===== src/rtl/knn_pkg.sv =====
// shared types, codes and defaults of the nearest neighbor search block
package knn_pkg;

  localparam int unsigned MaxPointsDef    = 256;
  localparam int unsigned MaxNeighborsDef = 32;

  localparam int unsigned CoordW = 16;
  localparam int unsigned NumDims = 4;
  localparam int unsigned PointW = CoordW * NumDims;
  localparam int unsigned DistW = 34;
  localparam int unsigned CfgW = 6;

  localparam logic [5:0] NeighborCountRst = 6'd8;
  localparam logic [2:0] DimsInUseRst     = 3'd3;

  typedef enum logic [1:0] {
    KindLoad  = 2'd0,
    KindQuery = 2'd1,
    KindClear = 2'd2
  } kind_e;

  typedef enum logic [2:0] {
    StatNeighbor = 3'd0,
    StatLoaded   = 3'd1,
    StatFull     = 3'd2,
    StatNone     = 3'd3,
    StatCleared  = 3'd4
  } status_e;

  typedef enum logic {
    CfgNeighborCount = 1'b0,
    CfgDimsInUse     = 1'b1
  } cfg_idx_e;

  // controls broadcast to every cell of the sorting chain
  typedef struct packed {
    logic clear;
    logic shift;
  } cell_ctrl_t;

endpackage


===== src/rtl/knn_dist.sv =====
// four stage squared euclidean distance pipeline
module knn_dist #(
  parameter int unsigned IDX_W = 8
) (
  input  logic                      clk_i,
  input  logic                      rst_ni,
  input  logic                      valid_i,
  input  logic [IDX_W-1:0]          idx_i,
  input  logic [knn_pkg::PointW-1:0] point_i,
  input  logic [knn_pkg::PointW-1:0] query_i,
  input  logic [2:0]                dims_i,
  output logic                      valid_o,
  output logic [IDX_W-1:0]          idx_o,
  output logic [knn_pkg::DistW-1:0] dist_o
);
  import knn_pkg::*;

  logic [3:0]        v_q;
  logic [IDX_W-1:0]  idx_q [4];
  logic [15:0]       ad_d [NumDims];
  logic [15:0]       ad_q [NumDims];
  logic [31:0]       sq_q [NumDims];
  logic [32:0]       pair_q [2];
  logic [DistW-1:0]  dist_q;

  // absolute coordinate difference, unused dimensions forced to zero
  always_comb begin
    logic signed [16:0] diff;
    for (int j = 0; j < NumDims; j++) begin
      diff = 17'(signed'(point_i[j*CoordW +: CoordW]))
           - 17'(signed'(query_i[j*CoordW +: CoordW]));
      if (3'(j) < dims_i) begin
        ad_d[j] = diff[16] ? 16'(-diff) : diff[15:0];
      end else begin
        ad_d[j] = '0;
      end
    end
  end

  always_ff @(posedge clk_i or negedge rst_ni) begin
    if (!rst_ni) begin
      v_q <= '0;
    end else begin
      v_q <= {v_q[2:0], valid_i};
    end
  end

  always_ff @(posedge clk_i) begin
    idx_q[0] <= idx_i;
    for (int s = 1; s < 4; s++) begin
      idx_q[s] <= idx_q[s-1];
    end
    for (int j = 0; j < NumDims; j++) begin
      ad_q[j] <= ad_d[j];
      sq_q[j] <= ad_q[j] * ad_q[j];
    end
    pair_q[0] <= 33'(sq_q[0]) + 33'(sq_q[1]);
    pair_q[1] <= 33'(sq_q[2]) + 33'(sq_q[3]);
    dist_q    <= DistW'(pair_q[0]) + DistW'(pair_q[1]);
  end

  assign valid_o = v_q[3];
  assign idx_o   = idx_q[3];
  assign dist_o  = dist_q;

endmodule


===== config.mk =====
export PLATFORM = sky130hd
export DESIGN_NAME = knn_dist
export DESIGN_NICKNAME = d
export VERILOG_FILES = /design/src/rtl/knn_pkg.sv /design/src/rtl/knn_dist.sv
export SDC_FILE = /design/constraint.sdc
export NUM_CORES = 2
export LEC_CHECK = 0
export BUFFER_PORTS_ARGS = -buffer_cell sky130_fd_sc_hd__buf_2
export CORE_ASPECT_RATIO = 1.25
export CORE_MARGIN = 5
export CORE_UTILIZATION = 50
export CTS_BUF_LIST = sky130_fd_sc_hd__clkbuf_4
export DETAILED_ROUTE_END_ITERATION = 12
export PLACE_DENSITY = 0.69
export SETUP_SLACK_MARGIN = 0.5
export SYNTH_ARGS = -nofsm -noshare
export SYNTH_HDL_FRONTEND = slang
export SYNTH_SLANG_ARGS = --single-unit

===== constraint.sdc =====
create_clock -name clk_i -period 6.3 [get_ports clk_i]
set_clock_uncertainty 0.2 [all_clocks]
set_input_delay 0.63 -clock clk_i [delete_from_list [all_inputs] [get_ports clk_i]]
set_output_delay 0.63 -clock clk_i [all_outputs]
set_load 0.02 [all_outputs]

==> impl_metrics.json <==
{
  "num-nets-final": 6662,
  "initial_core_util_pct": 50.2,
  "status": "completed",
  "crit_family": "adder cells",
  "grt_usage_pct": 22.0,
  "grt_pass1_vias": 35500,
  "worst_ep_required_time_ps": 6810,
  "end_kind": "register",
  "port_buffers": 184,
  "synth_enable_flop_cells": 0,
  "dpl_cell_area_um2": 47000,
  "grt_pass1_wl_um": 169000,
  "path_class": "register to register",
  "ios": 185,
  "hold_depth": 4,
  "placementRows": 121,
  "path_cells": "and2_4, fa_1, inv_2, fa_1, inv_1, fa_1, inv_1, fa_1, inv_1, fa_1, inv_2, fa_1, inv_2, ha_4, and3_4, a221o_1, a22oi_2, a21boi_4, a2111oi_4, o21ai_2, nand3_2, a41o_1, a211o_1, xor2_1",
  "mostFrequentLayoutCell": "inv_1",
  "r2r_cells": 24,
  "startpoint": "ad_q[0][2]",
  "area_growth_pct": 15.7,
  "seq_area_frac_synth_pct": 14.9,
  "setup_ws_ps": 31.7,
  "fill_cells": 7713,
  "setup_viol": 0,
  "cp_slowest_stage_delay_ps": 550,
  "drtPass1Iterations": 6,
  "drc": 0,
  "die_h_um": 340,
  "min_period_ps": 6270,
  "crit_path_end": "sq_q[0][29]",
  "arrival_ps": 6780,
  "async_reset_ff_share_pct": 1.23,
  "routed_wl_um": 101000,
  "slew_viol_final": 0,
  "viasPerCell": 5.06,
  "relSlewSlack_pct": 19.7,
  "grt_max_degree": 18,
  "antenna_left": 0,
  "avgSynthCellArea_um2": 9.01,
  "die-area_um2": 93300,
  "place_congestion": 0.878,
  "fmax_mhz": 160,
  "die_w_um": 274,
  "ys_types": 83,
  "period_share_pct": 99.5,
  "initialDrtViolationCount": 1387,
  "final_cell_area_um2": 50500,
  "yosysWarningCount": 0,
  "vias": 33000,
  "clkSlewWorstSetupHoldPaths_ps": 80,
  "syn_inst": 4842,
  "hold_violations": 0,
  "hp-class": "input port to register",
  "regToRegSetupSlack_ps": 30,
  "layout_common_cells": "inv_1 (1096), fa_1 (636), ha_1 (543), nand2_1 (351), dfxtp_1 (270)",
  "gr-total-overflow": 0,
  "coreArea_um2": 86900,
  "tns_ps": 0,
  "rsz0062_at_grt": "true",
  "rr_endpoint": "sq_q[0][29]",
  "drv_cap": 0,
  "cts-root-buf": "clkbuf_4",
  "crit_cells": 24,
  "slowest_stage": "fa_1",
  "worst_setup_path_start_kind": "register",
  "cts_tree": "yes",
  "antenna_found_initial": 3,
  "cts_max_level": 3,
  "path_buf_inv": 6,
  "drive_gt1_share_pct": 17.4,
  "crit_top_cell": "fa_1",
  "numClockSinks": 324,
  "cts.path.max_buffers": 3,
  "dp_slack_ps": -33.8,
  "wl_per_cell_um": 15.5,
  "worstMarginPinSlew_ps": 1170,
  "cts_buffers": 85,
  "hpwlAfterDp_um": 84300,
  "synthesis.area_um2": 43600,
  "ys_seq_elements": 324,
  "whs_ps": 119,
  "path_max_fanout": 3,
  "synthFlopType": "dfxtp_1",
  "syn_nets": 6207,
  "clk-insertion-delay-late_ps": 880,
  "reg2reg_from": "ad_q[0][2]"
}
-- worst min-delay path, cell delays in order --
cell	delay [ps]
buf_2	110
fa_1	180
mux2i_1	80
nor2_1	120
-- state kept, by name, indices dropped and copies added (netlist names) --
name / cells
idx_q: 32
dist_o: 34
ad_q: 64
pair_q: 66
v_q: 4
sq_q: 124
-- layer usage --
layer	global-route usage, %	part of all wire (%)	vias up
met1	26.3	40	16100
met3	2.74	3.6	192
met2	40.7	53	573
li1	-	-	16100
met5	0	0.013	-
met4	7.31	3.3	2
-- cell families (layout without fill, tap and decap cells) --
logic type      Yosys count  count (layout)  synth area share [%]
mux                       9               9                 0.235
flops                   324             324                  14.9
simple gates           1121            1121                  12.2
buf+inv                1224            1733                  10.6
other cells               0               3                     0
compound gates          630             630                  9.52
fa+ha+maj              1223            1223                  46.3
xor+xnor                311             311                  6.26
-- synthesized netlist by cell type, drive strengths merged, types with 20 or more instances --
cell type,count,area share (%)
inv,1131,9.7
fa,653,30
ha,570,16
nand2,376,3.2
dfxtp,320,15
nor2,278,2.4
xnor2,213,4.3
a21oi,193,2.2
and2,167,2.4
o21ai,108,1.2
xor2,98,2.0
a21o,94,1.6
clkbuf,88,0.76
nor3,57,0.65
nand3,47,0.57
nor2b,42,0.60
nand2b,38,0.54
o21a,38,0.65
and3,34,0.49
o21bai,29,0.50
a211oi,20,0.37
-- cell type report --
cell class              instances  area, um^2  share of cell area (%)
repair buffers                461        3220                    6.39
inverters                    1131        4250                    8.43
flip-flops and latches        324        6650                    13.2
diodes                          3        7.51                  0.0149
multi-input cells            3294       33800                    67.0
well taps                    1168        1460                    2.90
clock buffers                 109         818                    1.62
clock inverters                32         246                   0.488
-- through the flow --
step	util, %	instances
final	58.1	6522
after global routing	58.1	6520
after CTS	56.9	6480
after detailed placement	54.1	6240
after global placement	54.1	6240
after floorplan	-	4842
-- how the worst min path moves through the flow --
stage / start / end / slack (ps)
final: point_i[49] / ad_q[3][1] / 120
after global routing: point_i[15] / ad_q[0][15] / 110
after CTS: point_i[49] / ad_q[3][1] / 10
after detailed placement: idx_q[1][3] / idx_q[2][3] / 110
after global placement: idx_q[2][7] / idx_q[3][7] / 110
after floorplan: idx_q[0][0] / idx_q[1][0] / 110
-- repair_timing --
| item | CTS | global route |
|---|---|---|
| gates resized for setup | 164 | 181 |
| setup endpoints to repair | 48 | 52 |
| hold buffers | 22 | 0 |
| pin swaps | 95 | 118 |
| buffers inserted | 77 | 39 |
| endpoints found under the hold margin | 34 | 0 |
Power is not shown: default switching activity piles up to over one toggle a cycle in this logic, so the estimate is an artifact.
